<file path="config.mk">
export PLATFORM = sky130hd
export DESIGN_NAME = touch_sample_filter
export DESIGN_NICKNAME = d
export VERILOG_FILES = /design/src/rtl/tsf_pkg.sv /design/src/rtl/tsf_div.sv /design/src/rtl/tsf_hist.sv /design/src/rtl/touch_sample_filter.sv
export SDC_FILE = /design/constraint.sdc
export NUM_CORES = 2
export LEC_CHECK = 0
export BUFFER_PORTS_ARGS = -buffer_cell sky130_fd_sc_hd__buf_4
export CORE_UTILIZATION = 41
export DETAILED_ROUTE_END_ITERATION = 12
export GPL_TIMING_DRIVEN = 0
export MAX_ROUTING_LAYER = met4
export SYNTH_ARGS = -nofsm -noshare
export SYNTH_HDL_FRONTEND = slang
export SYNTH_HIERARCHICAL = 1
export SYNTH_SLANG_ARGS = --single-unit
</file>
<file path="constraint.sdc">
create_clock -name clk -period 10.7 [get_ports clk]
set_input_delay 1.07 -clock clk [delete_from_list [all_inputs] [get_ports clk]]
set_output_delay 1.07 -clock clk [all_outputs]
set_load 0.01 [all_outputs]
</file>
<file path="src/rtl/tsf_pkg.sv">
// Package for the touch sample filter: word types, codes and a shared helper.
// No dependencies; used by tsf_div, tsf_hist and touch_sample_filter.
package tsf_pkg;

	typedef struct packed {
		logic [11:0] raw_x;
		logic [11:0] raw_y;
		logic [11:0] raw_z1;
		logic [11:0] raw_z2;
		logic        pen_bit;
		logic [11:0] pressure_in;
		logic [31:0] tick_now;
	} in_word_t;

	typedef struct packed {
		logic [1:0]  status;
		logic [11:0] screen_x;
		logic [11:0] screen_y;
		logic [31:0] delta_ticks;
		logic [31:0] sample_time;
		logic [11:0] out_z1;
		logic [11:0] out_z2;
		logic        out_pen;
		logic [11:0] out_pressure;
		logic [15:0] sample_index;
	} out_word_t;

	typedef struct packed {
		logic clr;
		logic push;
	} hist_ctl_t;

	// history marks
	localparam logic [1:0] MARK_GOOD  = 2'd0;
	localparam logic [1:0] MARK_BAD   = 2'd1;
	localparam logic [1:0] MARK_EMPTY = 2'd2;

	// last pen state
	localparam logic [1:0] PEN_DOWN = 2'd0;
	localparam logic [1:0] PEN_UP   = 2'd1;
	localparam logic [1:0] PEN_NONE = 2'd3;

	// result status
	localparam logic [1:0] ST_REJECT = 2'd0;
	localparam logic [1:0] ST_STILL  = 2'd1;
	localparam logic [1:0] ST_DRAG   = 2'd2;
	localparam logic [1:0] ST_LIFT   = 2'd3;

	// register indexes
	localparam logic [2:0] REG_WIDTH  = 3'd0;
	localparam logic [2:0] REG_HEIGHT = 3'd1;
	localparam logic [2:0] REG_LEFT   = 3'd2;
	localparam logic [2:0] REG_RIGHT  = 3'd3;
	localparam logic [2:0] REG_TOP    = 3'd4;
	localparam logic [2:0] REG_BOTTOM = 3'd5;
	localparam logic [2:0] REG_DEB    = 3'd6;
	localparam logic [2:0] REG_DRAG   = 3'd7;

	localparam int DIV_NW = 24;  // dividend / quotient width
	localparam int DIV_DW = 12;  // divisor width
	localparam int THR_W  = 14;  // outlier threshold width
	localparam int CNT_W  = 3;   // good-sample count width

	localparam logic [DIV_NW-1:0] JUMP_NUM = 24'd12288; // 3 px * 4096
	localparam logic [11:0]       RAW_MAX  = 12'd4095;

	function automatic logic jumped(input logic [11:0] ax, input logic [11:0] ay,
		input logic [11:0] bx, input logic [11:0] by,
		input logic [THR_W-1:0] tx, input logic [THR_W-1:0] ty);
		logic [11:0] dx;
		logic [11:0] dy;
		dx = (ax > bx) ? ax - bx : bx - ax;
		dy = (ay > by) ? ay - by : by - ay;
		return ({2'b00, dx} > tx) || ({2'b00, dy} > ty);
	endfunction

endpackage

</file>
<file path="src/rtl/tsf_div.sv">
// Shared restoring divider, one quotient bit per cycle.
// Depends on tsf_pkg for widths.
module tsf_div (
	input  logic                      clk,
	input  logic                      arst_n,
	input  logic                      start,
	input  logic [tsf_pkg::DIV_NW-1:0] dividend,
	input  logic [tsf_pkg::DIV_DW-1:0] divisor,
	output logic                      busy,
	output logic [tsf_pkg::DIV_NW-1:0] quotient
);
	localparam int NW = tsf_pkg::DIV_NW;
	localparam int DW = tsf_pkg::DIV_DW;
	localparam int CW = $clog2(NW + 1);

	logic          busy_q;
	logic [CW-1:0] cnt_q;
	logic [DW-1:0] rem_q;
	logic [NW-1:0] quo_q;
	logic [DW:0]   rem_sh;
	logic [DW:0]   rem_sub;
	logic          ge;

	assign rem_sh  = {rem_q, quo_q[NW-1]};
	assign ge      = rem_sh >= {1'b0, divisor};
	assign rem_sub = rem_sh - {1'b0, divisor};

	always_ff @(posedge clk or negedge arst_n) begin
		if (!arst_n) begin
			busy_q <= 1'b0;
			cnt_q  <= '0;
		end else if (start) begin
			busy_q <= 1'b1;
			cnt_q  <= CW'(NW);
		end else if (busy_q) begin
			cnt_q <= cnt_q - 1'b1;
			if (cnt_q == CW'(1)) begin
				busy_q <= 1'b0;
			end
		end
	end

	always_ff @(posedge clk) begin
		if (start) begin
			rem_q <= '0;
			quo_q <= dividend;
		end else if (busy_q) begin
			rem_q <= ge ? rem_sub[DW-1:0] : rem_sh[DW-1:0];
			quo_q <= {quo_q[NW-2:0], ge};
		end
	end

	assign busy     = busy_q;
	assign quotient = quo_q;

endmodule

</file>
<file path="src/rtl/tsf_hist.sv">
// Sample history shift line with outlier marks and window sums.
// Depends on tsf_pkg for marks, control struct and the jump test.
module tsf_hist #(
	parameter int DEPTH = 11,
	parameter int WIN   = 4
) (
	input  logic                        clk,
	input  logic                        arst_n,
	input  tsf_pkg::hist_ctl_t          ctl,
	input  logic [11:0]                 new_x,
	input  logic [11:0]                 new_y,
	input  logic [tsf_pkg::THR_W-1:0]   tx,
	input  logic [tsf_pkg::THR_W-1:0]   ty,
	output logic                        new_bad,
	output logic [tsf_pkg::DIV_NW-1:0]  sum_x,
	output logic [tsf_pkg::DIV_NW-1:0]  sum_y,
	output logic [tsf_pkg::CNT_W-1:0]   cnt
);
	localparam int L = DEPTH - 1;

	logic [11:0] hx_q [DEPTH];
	logic [11:0] hy_q [DEPTH];
	logic [1:0]  hm_q [DEPTH];
	logic [1:0]  new_mark;
	logic [1:0]  re_mark;

	assign new_bad  = tsf_pkg::jumped(hx_q[L-1], hy_q[L-1], new_x, new_y, tx, ty);
	assign new_mark = new_bad ? tsf_pkg::MARK_BAD : tsf_pkg::MARK_GOOD;

	// previous entry is rechecked against the one before it
	always_comb begin
		re_mark = hm_q[L-1];
		if (hm_q[L-1] != tsf_pkg::MARK_EMPTY && hm_q[L-2] != tsf_pkg::MARK_EMPTY) begin
			re_mark = tsf_pkg::jumped(hx_q[L-1], hy_q[L-1], hx_q[L-2], hy_q[L-2], tx, ty)
				? tsf_pkg::MARK_BAD : tsf_pkg::MARK_GOOD;
		end
	end

	always_ff @(posedge clk or negedge arst_n) begin
		if (!arst_n) begin
			for (int i = 0; i < DEPTH; i++) begin
				hx_q[i] <= '0;
				hy_q[i] <= '0;
				hm_q[i] <= tsf_pkg::MARK_EMPTY;
			end
		end else if (ctl.clr) begin
			for (int i = 0; i < DEPTH; i++) begin
				hx_q[i] <= '0;
				hy_q[i] <= '0;
				hm_q[i] <= tsf_pkg::MARK_EMPTY;
			end
		end else if (ctl.push) begin
			for (int i = 0; i < L - 1; i++) begin
				hx_q[i] <= hx_q[i+1];
				hy_q[i] <= hy_q[i+1];
				hm_q[i] <= hm_q[i+1];
			end
			hx_q[L-2] <= hx_q[L-1];
			hy_q[L-2] <= hy_q[L-1];
			hm_q[L-2] <= re_mark;
			hx_q[L-1] <= new_x;
			hy_q[L-1] <= new_y;
			hm_q[L-1] <= new_mark;
			hx_q[L]   <= new_x;
			hy_q[L]   <= new_y;
			hm_q[L]   <= new_mark;
		end
	end

	// good samples with nonzero y among the newest WIN entries
	always_comb begin
		sum_x = '0;
		sum_y = '0;
		cnt   = '0;
		for (int i = L - WIN; i < L; i++) begin
			if (hm_q[i] == tsf_pkg::MARK_GOOD && hy_q[i] != 12'd0) begin
				sum_x = sum_x + tsf_pkg::DIV_NW'(hx_q[i]);
				sum_y = sum_y + tsf_pkg::DIV_NW'(hy_q[i]);
				cnt   = cnt + 1'b1;
			end
		end
	end

endmodule

</file>
<file path="src/rtl/touch_sample_filter.sv">
// Top level of the touch sample filter: sequencer, registers, output word.
// Depends on tsf_pkg, tsf_div and tsf_hist.
//
//  channel   direction  handshake            payload
//  in        input      in_valid / in_ready   in_data (in_word_t)
//  out       output     out_valid / out_ready out_data (out_word_t)
//  config    input      wr_en                 wr_index, wr_data
//
// A word passes from acceptance to the output register along one of several paths:
// a reported point, one whose x numerator is negative, an outlier, a clear or pen
// lift, or a word rejected after averaging; each divider pass goes through start,
// the 24 quotient bits and the result, with up to six passes per word.
// Input is taken only when the sequencer is idle, from the cycle after the load;
// a finished word waits in the output register while the next word is
// accepted, and a stalled output holds the sequencer in its last state.
// Reset empties the history at once; no clearing pass.
module touch_sample_filter #(
	parameter int HISTORY_DEPTH = 11,
	parameter int AVG_WINDOW    = 4
) (
	input  logic                clk,
	input  logic                arst_n,
	input  logic                in_valid,
	output logic                in_ready,
	input  tsf_pkg::in_word_t   in_data,
	output logic                out_valid,
	input  logic                out_ready,
	output tsf_pkg::out_word_t  out_data,
	input  logic                wr_en,
	input  logic [2:0]          wr_index,
	input  logic [15:0]         wr_data
);
	localparam logic [3:0] S_IDLE  = 4'd0;
	localparam logic [3:0] S_CHECK = 4'd1;
	localparam logic [3:0] S_DIV   = 4'd2;
	localparam logic [3:0] S_UPD   = 4'd3;
	localparam logic [3:0] S_SUM   = 4'd4;
	localparam logic [3:0] S_DEC   = 4'd5;
	localparam logic [3:0] S_MULX  = 4'd6;
	localparam logic [3:0] S_MULY  = 4'd7;
	localparam logic [3:0] S_FIN   = 4'd8;

	localparam logic [2:0] OP_TX = 3'd0;
	localparam logic [2:0] OP_TY = 3'd1;
	localparam logic [2:0] OP_AX = 3'd2;
	localparam logic [2:0] OP_AY = 3'd3;
	localparam logic [2:0] OP_CX = 3'd4;
	localparam logic [2:0] OP_CY = 3'd5;

	localparam int NW = tsf_pkg::DIV_NW;
	localparam int TW = tsf_pkg::THR_W;
	localparam int CW = tsf_pkg::CNT_W;

	logic [11:0] width_q, height_q;
	logic [10:0] left_q, right_q, top_q, bottom_q;
	logic [15:0] deb_q, dwin_q;

	logic [3:0]  state_q;
	logic [2:0]  op_q;
	logic        go_q;
	tsf_pkg::in_word_t in_q;
	logic [11:0] prev_x_q, prev_y_q;
	logic [1:0]  prev_pen_q;
	logic [31:0] ref_time_q;
	logic [15:0] sample_count_q;
	logic        drag_active_q;
	logic [7:0]  drag_hits_q;
	logic [TW-1:0] tx_q, ty_q;
	logic [NW-1:0] sx_q, sy_q, prod_q;
	logic [CW-1:0] cnt_q;
	logic [11:0] ax_q, ay_q, cx_q, cy_q;
	logic [31:0] dt_q;
	logic [15:0] idx_q;
	logic [1:0]  st_q;
	tsf_pkg::out_word_t out_q;
	logic        out_valid_q;

	logic [11:0] ew, eh, hr, vr;
	logic [13:0] xdiff;
	logic [11:0] ydiff;
	logic [11:0] mul_a, mul_b;
	logic [NW-1:0] mul_p;
	logic [NW-1:0] div_num;
	logic [11:0]   div_den;
	logic          div_start, div_busy;
	logic [NW-1:0] div_quo;
	logic [11:0]   div_sat;
	tsf_pkg::hist_ctl_t hctl;
	logic          h_bad;
	logic [NW-1:0] h_sx, h_sy;
	logic [CW-1:0] h_cnt;
	logic          no_contact, lifted, pen_down;
	logic          drag, hit_two, in_area, report;
	logic [7:0]    hits_inc;
	logic          out_load;
	tsf_pkg::out_word_t out_d;

	assign ew = (width_q == 12'd0) ? 12'd1 : width_q;
	assign eh = (height_q == 12'd0) ? 12'd1 : height_q;
	// positive whenever the area test passes
	assign hr = tsf_pkg::RAW_MAX - {1'b0, left_q} - {1'b0, right_q};
	assign vr = tsf_pkg::RAW_MAX - {1'b0, top_q} - {1'b0, bottom_q};
	assign xdiff = {2'b00, tsf_pkg::RAW_MAX} - {3'b000, left_q} - {2'b00, ax_q};
	assign ydiff = ay_q - {1'b0, top_q};

	assign mul_a = (state_q == S_MULX) ? ew : eh;
	assign mul_b = (state_q == S_MULX) ? xdiff[11:0] : ydiff;
	assign mul_p = mul_a * mul_b;

	always_comb begin
		unique case (op_q)
			OP_TX: begin div_num = tsf_pkg::JUMP_NUM; div_den = ew; end
			OP_TY: begin div_num = tsf_pkg::JUMP_NUM; div_den = eh; end
			OP_AX: begin div_num = sx_q; div_den = 12'(cnt_q); end
			OP_AY: begin div_num = sy_q; div_den = 12'(cnt_q); end
			OP_CX: begin div_num = prod_q; div_den = hr; end
			OP_CY: begin div_num = prod_q; div_den = vr; end
			default: begin div_num = prod_q; div_den = 12'd1; end
		endcase
	end

	assign div_start = (state_q == S_DIV) && go_q;
	assign div_sat   = (div_quo[NW-1:12] != '0) ? tsf_pkg::RAW_MAX : div_quo[11:0];

	tsf_div u_div (
		.clk      (clk),
		.arst_n   (arst_n),
		.start    (div_start),
		.dividend (div_num),
		.divisor  (div_den),
		.busy     (div_busy),
		.quotient (div_quo)
	);

	assign no_contact = (in_q.pressure_in == 12'd0) && (prev_pen_q == {1'b0, in_q.pen_bit});
	assign lifted     = in_q.pen_bit && (prev_pen_q == tsf_pkg::PEN_DOWN);
	assign pen_down   = !in_q.pen_bit && (prev_pen_q == tsf_pkg::PEN_UP);

	assign hctl.clr  = (state_q == S_CHECK) && (no_contact || lifted || pen_down);
	assign hctl.push = (state_q == S_UPD);

	tsf_hist #(
		.DEPTH (HISTORY_DEPTH),
		.WIN   (AVG_WINDOW)
	) u_hist (
		.clk     (clk),
		.arst_n  (arst_n),
		.ctl     (hctl),
		.new_x   (in_q.raw_x),
		.new_y   (in_q.raw_y),
		.tx      (tx_q),
		.ty      (ty_q),
		.new_bad (h_bad),
		.sum_x   (h_sx),
		.sum_y   (h_sy),
		.cnt     (h_cnt)
	);

	// drag: two moving samples inside the window, in a row or not, start a drag
	assign hits_inc = drag_hits_q + 8'd1;
	assign hit_two  = (dt_q < {16'd0, dwin_q}) && !drag_active_q
		&& (ax_q != prev_x_q) && (ay_q != prev_y_q);
	assign drag = (dt_q < {16'd0, dwin_q})
		&& (drag_active_q || (hit_two && hits_inc == 8'd2));
	assign report  = drag || (dt_q >= {16'd0, deb_q});
	assign in_area = (ay_q > {1'b0, top_q}) && (ay_q < tsf_pkg::RAW_MAX - {1'b0, bottom_q})
		&& (ax_q > {1'b0, left_q}) && (ax_q < tsf_pkg::RAW_MAX - {1'b0, right_q});

	always_comb begin
		out_d = '0;
		out_d.status       = st_q;
		out_d.out_z1       = in_q.raw_z1;
		out_d.out_z2       = in_q.raw_z2;
		out_d.out_pen      = in_q.pen_bit;
		out_d.out_pressure = in_q.pressure_in;
		if (st_q == tsf_pkg::ST_STILL || st_q == tsf_pkg::ST_DRAG) begin
			out_d.screen_x     = cx_q;
			out_d.screen_y     = cy_q;
			out_d.delta_ticks  = dt_q;
			out_d.sample_time  = in_q.tick_now;
			out_d.sample_index = idx_q;
		end
	end

	assign out_load = (state_q == S_FIN) && (!out_valid_q || out_ready);

	always_ff @(posedge clk or negedge arst_n) begin
		if (!arst_n) begin
			width_q  <= 12'd480;
			height_q <= 12'd272;
			left_q   <= 11'd210;
			right_q  <= 11'd210;
			top_q    <= 11'd255;
			bottom_q <= 11'd300;
			deb_q    <= 16'd20;
			dwin_q   <= 16'd100;
		end else if (wr_en) begin
			unique case (wr_index)
				tsf_pkg::REG_WIDTH:  width_q  <= wr_data[11:0];
				tsf_pkg::REG_HEIGHT: height_q <= wr_data[11:0];
				tsf_pkg::REG_LEFT:   left_q   <= wr_data[10:0];
				tsf_pkg::REG_RIGHT:  right_q  <= wr_data[10:0];
				tsf_pkg::REG_TOP:    top_q    <= wr_data[10:0];
				tsf_pkg::REG_BOTTOM: bottom_q <= wr_data[10:0];
				tsf_pkg::REG_DEB:    deb_q    <= wr_data;
				tsf_pkg::REG_DRAG:   dwin_q   <= wr_data;
				default: ;
			endcase
		end
	end

	always_ff @(posedge clk or negedge arst_n) begin
		if (!arst_n) begin
			state_q        <= S_IDLE;
			op_q           <= OP_TX;
			go_q           <= 1'b0;
			prev_x_q       <= '0;
			prev_y_q       <= '0;
			prev_pen_q     <= tsf_pkg::PEN_NONE;
			ref_time_q     <= '0;
			sample_count_q <= '0;
			drag_active_q  <= 1'b0;
			drag_hits_q    <= '0;
			st_q           <= tsf_pkg::ST_REJECT;
			out_valid_q    <= 1'b0;
		end else begin
			if (out_load) begin
				out_valid_q <= 1'b1;
			end else if (out_ready) begin
				out_valid_q <= 1'b0;
			end
			unique case (state_q)
				S_IDLE: begin
					if (in_valid) begin
						state_q <= S_CHECK;
					end
				end
				S_CHECK: begin
					if (no_contact || lifted) begin
						drag_active_q <= 1'b0;
						drag_hits_q   <= '0;
						prev_x_q      <= '0;
						prev_y_q      <= '0;
						prev_pen_q    <= tsf_pkg::PEN_NONE;
						ref_time_q    <= in_q.tick_now;
						st_q          <= no_contact ? tsf_pkg::ST_REJECT : tsf_pkg::ST_LIFT;
						state_q       <= S_FIN;
					end else begin
						if (pen_down) begin
							drag_active_q <= 1'b0;
							drag_hits_q   <= '0;
							ref_time_q    <= in_q.tick_now;
						end
						prev_x_q   <= in_q.raw_x;
						prev_y_q   <= in_q.raw_y;
						prev_pen_q <= {1'b0, in_q.pen_bit};
						op_q       <= OP_TX;
						go_q       <= 1'b1;
						state_q    <= S_DIV;
					end
				end
				S_DIV: begin
					if (go_q) begin
						go_q <= 1'b0;
					end else if (!div_busy) begin
						unique case (op_q)
							OP_TX: begin
								tx_q <= div_quo[TW-1:0];
								op_q <= OP_TY;
								go_q <= 1'b1;
							end
							OP_TY: begin
								ty_q    <= div_quo[TW-1:0];
								state_q <= S_UPD;
							end
							OP_AX: begin
								ax_q <= div_quo[11:0];
								op_q <= OP_AY;
								go_q <= 1'b1;
							end
							OP_AY: begin
								ay_q    <= div_quo[11:0];
								state_q <= S_DEC;
							end
							OP_CX: begin
								cx_q    <= div_sat;
								state_q <= S_MULY;
							end
							default: begin
								cy_q    <= div_sat;
								state_q <= S_FIN;
							end
						endcase
					end
				end
				S_UPD: begin
					if (h_bad) begin
						st_q    <= tsf_pkg::ST_REJECT;
						state_q <= S_FIN;
					end else begin
						state_q <= S_SUM;
					end
				end
				S_SUM: begin
					if (h_cnt == '0) begin
						st_q    <= tsf_pkg::ST_REJECT;
						state_q <= S_FIN;
					end else begin
						sx_q           <= h_sx;
						sy_q           <= h_sy;
						cnt_q          <= h_cnt;
						dt_q           <= in_q.tick_now - ref_time_q;
						ref_time_q     <= in_q.tick_now;
						idx_q          <= sample_count_q;
						sample_count_q <= sample_count_q + 16'd1;
						op_q           <= OP_AX;
						go_q           <= 1'b1;
						state_q        <= S_DIV;
					end
				end
				S_DEC: begin
					if (hit_two) begin
						drag_hits_q <= hits_inc;
						if (hits_inc == 8'd2) begin
							drag_active_q <= 1'b1;
						end
					end
					if (!report || !in_area) begin
						st_q    <= tsf_pkg::ST_REJECT;
						state_q <= S_FIN;
					end else begin
						st_q    <= drag ? tsf_pkg::ST_DRAG : tsf_pkg::ST_STILL;
						state_q <= S_MULX;
					end
				end
				S_MULX: begin
					// negative numerator truncates to zero
					if (xdiff[13]) begin
						cx_q    <= '0;
						state_q <= S_MULY;
					end else begin
						prod_q  <= mul_p;
						op_q    <= OP_CX;
						go_q    <= 1'b1;
						state_q <= S_DIV;
					end
				end
				S_MULY: begin
					prod_q  <= mul_p;
					op_q    <= OP_CY;
					go_q    <= 1'b1;
					state_q <= S_DIV;
				end
				S_FIN: begin
					if (out_load) begin
						state_q <= S_IDLE;
					end
				end
				default: state_q <= S_IDLE;
			endcase
		end
	end

	always_ff @(posedge clk) begin
		if (in_valid && in_ready) begin
			in_q <= in_data;
		end
		if (out_load) begin
			out_q <= out_d;
		end
	end

	assign in_ready  = (state_q == S_IDLE);
	assign out_valid = out_valid_q;
	assign out_data  = out_q;

	a_idle_div: assert property (@(posedge clk) disable iff (!arst_n)
		state_q == S_IDLE |-> !div_busy)
		else $error("divider busy while sequencer idle");

	a_no_restart: assert property (@(posedge clk) disable iff (!arst_n)
		div_busy |-> !div_start)
		else $error("divider restarted while busy");

	a_accept_check: assert property (@(posedge clk) disable iff (!arst_n)
		in_valid && in_ready |=> state_q == S_CHECK)
		else $error("accepted word not checked");

	a_reject_zero: assert property (@(posedge clk) disable iff (!arst_n)
		out_valid && (out_data.status == tsf_pkg::ST_REJECT
		|| out_data.status == tsf_pkg::ST_LIFT)
		|-> out_data.screen_x == 12'd0 && out_data.delta_ticks == 32'd0
		&& out_data.sample_index == 16'd0)
		else $error("position fields set on a non-position word");

endmodule
</file>
Yosys cells after proc, flatten, opt, wreduce, memory -nomap -nowiden:

Cells that the tools add are included.

* bitwise logic cells: 4
* reductions and logical operators: 88
* order comparisons: 15
* multiplexer cells: 97
* eq/ne operators: 47
* add/sub/neg operators: 31
* $mul: 1

Operators by type and width (number)
* $mux 120: 4
* $mux 12: 18
* $mux 24: 9
* $add 24x12->24: 5
* $sub 12x12->12: 9
* $mux 32: 3
* $pmux 24 s3: 1
* $pmux 32 s2: 1
* $pmux 12 s5: 1
* $reduce_bool 12->1: 5
* $gt 12x14->1: 4
* $gt 12x12->1: 4
* $pmux 24 s2: 1
* $sub 12x11->12 const A: 4
* $mux 20: 2
* $logic_not 12->1: 3
* $pmux 4 s9: 1
* $sub 12x11->12: 3
* $ge 32x16->1: 1
* $lt 32x16->1: 1
* $mux 4: 8
* $sub 32x32->32: 1
* $reduce_and 5->1: 6
* $ne 2x2->1 const B: 14
* 58 further kinds: 174

* input port bits: 117
* output and inout bits: 145
* register bits: 879
* logic and storage cells: 360

Longest topological paths before layout:

* depth in word-level cells: 12
* mapped depth: 34
* depth with buffers taken out: 33

Modules after synthesis:

Netlist, hierarchy kept.

By module, submodules not included
* touch_sample_filter: area each 32900.3 um2, cells an instance 2731, instances 1
* tsf_hist: area each 13683.1 um2, cells an instance 1640, instances 1
* tsf_div: area each 2544.9 um2, cells an instance 229, instances 1

Worst setup path before layout:

Ideal clock, no wire load.

* kind: input-to-reg
* start point: input out_ready
* end point: register out_q (netlist bit out_data[0]), enable pin
* path buffers: 0
* slack: 2.007 ns
* library setup time: 0.693 ns
* data arrival time: 8.000 ns
* stages on the path: 2
* cell sequence: inv_1 -> a21oi_1

* cells in the longest elaborated chain, start to end: 2

RTL lines
* from (decl): line touch_sample_filter.sv:27 `input logic out_ready,`
* $logic_or 1x1->1: line touch_sample_filter.sv:185 `assign out_load = (state_q == S_FIN) && (!out_valid_q || out_ready);`
* $logic_and 1x1->1: line touch_sample_filter.sv:185
* named net out_load: line touch_sample_filter.sv:95 `logic out_load;`
* to (signal assigned): line touch_sample_filter.sv:369 `out_q <= out_d;`
* to (decl): line touch_sample_filter.sv:75 `tsf_pkg::out_word_t out_q;`

The timed path passes the listed nets, and every way through them passes these cells.
A chain may end at the register's enable or synchronous reset.

Final worst setup path:

* start point: register ax_q[0]
* end point: register prod_q[22] (data pin)

* cells in the longest elaborated chain, start to end: 5

RTL lines
* from (decl): line touch_sample_filter.sv:71 `logic [11:0] ax_q, ay_q, cx_q, cy_q;`
* from (signal assigned): line touch_sample_filter.sv:277 `ax_q <= div_quo[11:0];`
* $sub 13x13->14 (*): line touch_sample_filter.sv:103 `assign xdiff = {2'b00, tsf_pkg::RAW_MAX} - {3'b000, left_q} - {2'b00, ax_q};`
* $mux 12 (*): line touch_sample_filter.sv:107 `assign mul_b = (state_q == S_MULX) ? xdiff[11:0] : ydiff;`
* $mul 12x12->24 (*): line touch_sample_filter.sv:108 `assign mul_p = mul_a * mul_b;`
* named net mul_p[22]: line touch_sample_filter.sv:82 `logic [NW-1:0] mul_p;`
* $mux 24: line touch_sample_filter.sv:338 `if (xdiff[13]) begin`
* $pmux 24 s2 (*): line touch_sample_filter.sv:232 `unique case (state_q)`
* to (signal assigned): line touch_sample_filter.sv:342 `prod_q <= mul_p;`
* to (signal assigned): line touch_sample_filter.sv:349 `prod_q <= mul_p;`
* to (decl): line touch_sample_filter.sv:69 `logic [NW-1:0] sx_q, sy_q, prod_q;`

Mark *: on every way through the listed nets, which the timed path passes. The rest lies on a longest branch. The select of a mux whose other input is x is not followed.

==> flow_summary.json <==
{
  "tritoncts": "built",
  "cts_buffer_depth": 3,
  "die_area_um2": 121000,
  "clkLatencyLatePin_ns": 0.68,
  "period_needed_ns": 8.46,
  "routed_via_density": 5.36,
  "hold_buffers": 0,
  "core_um2": 118000,
  "end_kind": "register",
  "gp_congestion": 0.954,
  "fin_util_pct": 47.6,
  "drt_wl_total_mm": 140,
  "cts_sinks": 775,
  "placed_area_um2": 53500,
  "final_common_cell": "inv_1",
  "cts.htree.levels": 3,
  "numPortBuffers": 259,
  "reg2reg_depth": 32,
  "synthToLayoutAreaGrowth_pct": 14.7,
  "cp.depth": 32,
  "io_pins": 262,
  "mostFrequentLayoutCells": "inv_1 (466), edfxtp_1 (459), ha_1 (435), nand2_1 (320), nor2_1 (319)",
  "netlist_area_um2": 49100,
  "maxCapViolations": 0,
  "worst_pin_slew_ns": 1.31,
  "layout_setup_ws_ns": 2.24,
  "tns_ns": 0,
  "drtPass1Iterations": 5,
  "finalSetupViolations": 0,
  "synth_edf_count": 459,
  "fin_skew_ns": 0.0223,
  "fin_crit_sh_pct": 79.1,
  "antenna_found_initial": 3,
  "grt_pass1_vias": 34612,
  "grtUsageTotal_pct": 23.7,
  "cp_slowest_stage_delay_ns": 0.59,
  "preCtsSetupSlack_ns": 2.29,
  "relSlewSlack_pct": 12.3,
  "synthCells": 4600,
  "cp_top_family": "adder cells",
  "rsz0062_at_grt": "no",
  "critPathBufInv": 5,
  "rows": 126,
  "cts_made_buffers": 85,
  "ys.flop_type": "edfxtp_1",
  "nNetsFinal": 5649,
  "final_area_um2": 56400,
  "cts_setup_buffers": 0,
  "synthArstFlopShare_pct": 39.2,
  "slew_violations": 0,
  "critPathKind": "register to register",
  "avgSynthCellArea_um2": 10.7,
  "crit_required_ns": 11.12,
  "wire_per_inst_um": 21.0,
  "worst-path-max-fanout": 10,
  "drc_errors": 0,
  "cp-start-kind": "register",
  "fp.dieW_um": 348,
  "hold_viol": 0,
  "fillers": 10960,
  "grt_pass1_wl_mm": 213,
  "crit_slowest_cell": "fa_1",
  "grt_max_degree": 114,
  "yosysSeqAreaShare_pct": 44.1,
  "clockRootBuffer": "clkbuf_16",
  "cts.reportedPaths.clkPinSlew_ns": 0.07,
  "die_h_um": 348,
  "cp_common_cell": "fa_1",
  "ys_ff_latch": 775,
  "yosys_warnings": 6,
  "drtAntennaViolNets": 0,
  "arrival_ns": 8.88,
  "hpwl_mm": 109,
  "hold_class": "input pin to asynchronous set/reset pin",
  "num_vias": 35675,
  "drtIter0Drc": 3114,
  "outcome": "finished, final reports clean",
  "clock.fmax_mhz": 118,
  "cts_resized": 0,
  "grt-ovfl-total": 0,
  "synth.distinct_cells": 100,
  "drive_above_1_share_pct": 13.3,
  "initial_core_util_pct": 41.5
}
-- worst reg2reg max path: cells and delay by family, from the launching register on --
family | cells | cell delay (ns)
fa+ha+maj | 8 | 3.54
buf+inv | 5 | 0.69
compound gates | 14 | 2.86
simple gates | 3 | 0.37
xor+xnor | 2 | 0.20
flops | 1 | 0.53
-- sequential cells by signal, summed over array words and instances, names as in the netlist, 16 cells and up --
register        cells
out_data          143
in_q               93
u_hist/hx_q        48
u_hist/hy_q        48
dt_q               32
ref_time_q         32
prod_q             24
sx_q               24
sy_q               24
u_div/quotient     24
deb_q              16
dwin_q             16
idx_q              16
sample_count_q     16
-- through the flow --
stage / instances / hold WS (ns)
after floorplan: 4617 / 0.400
after global placement: 6476 / 0.401
after detailed placement: 6490 / 0.405
after CTS: 6650 / 0.418
after global routing: 6651 / 0.418
final: 6652 / 0.410
-- Yosys cell counts (38+ instances only) --
cell type    n  area (µm²)
o21ai_1     40         200
nand2_1    320        1200
edfxtp_1   459       13800
o21a_1      47         353
dfrtp_1    267        6680
nor2_1     319        1200
nor3_1      69         345
a21o_1      88         661
o21ai_0    218        1090
nand2b_1    51         319
nand4_1     38         238
xor2_1      70         613
a21oi_1    190         951
a211oi_1    44         330
xnor2_1    155        1360
fa_1       120        2400
nand3_1     55         275
nor2b_1     69         432
mux2i_1    161        1610
inv_1      466        1750
mux2_2     128        1440
clkbuf_1   107         402
and2_1     160        1000
ha_1       435        5440
-- cell families after synthesis --
group / after synthesis / share of synthesized area (%)
flops: 775 / 44.1
simple gates: 1231 / 12.3
other cells: 1 / 0.00763
fa+ha+maj: 555 / 16.0
mux: 324 / 7.19
buf+inv: 631 / 5.07
xor+xnor: 225 / 4.01
compound gates: 858 / 11.3
-- final timing paths --
| kind | startpoint | to | slack, ns |
|---|---|---|---|
| worst max-delay path | ax_q[0]$_DFFE_PP_ | prod_q[22]$_DFFE_PP_ | 2.24 |
| worst min-delay path | arst_n | u_hist/hy_q[32]$_DFFE_PN0P_ | 0.41 |
| worst max register to register | ax_q[0]$_DFFE_PP_ | prod_q[22]$_DFFE_PP_ | 2.24 |
| worst min register to register | in_q[47]$_DFFE_PP_ | out_data[31]$_DFFE_PP_ | 0.42 |
| max in group asynchronous | arst_n | width_q[4]$_DFFE_PN0P_ | 8.55 |
| min in group clk | in_q[47]$_DFFE_PP_ | out_data[31]$_DFFE_PP_ | 0.42 |
-- layout make-up --
cell class	instances	area (µm²)	share of cell area, %
repair buffers	273	2240	3.97
well taps	1600	2000	3.55
multi-input cells	3211	25100	44.5
plain buffers	163	733	1.30
clock inverters	42	518	0.919
inverters	468	1760	3.12
clock buffers	118	2370	4.21
diodes	2	5.00	0.00888
flip-flops and latches	775	21700	38.5
-- metal layers --
layer	vias up	wire, µm	global-route usage (%)
li1	16883	-	-
met1	17764	66100	33.4
met2	855	64100	36.6
met3	173	6350	2.70
met4	0	3180	5.41
met5	-	0	-
Power is not shown: default switching activity piles up to over one toggle a cycle in this logic, so the estimate is an artifact.
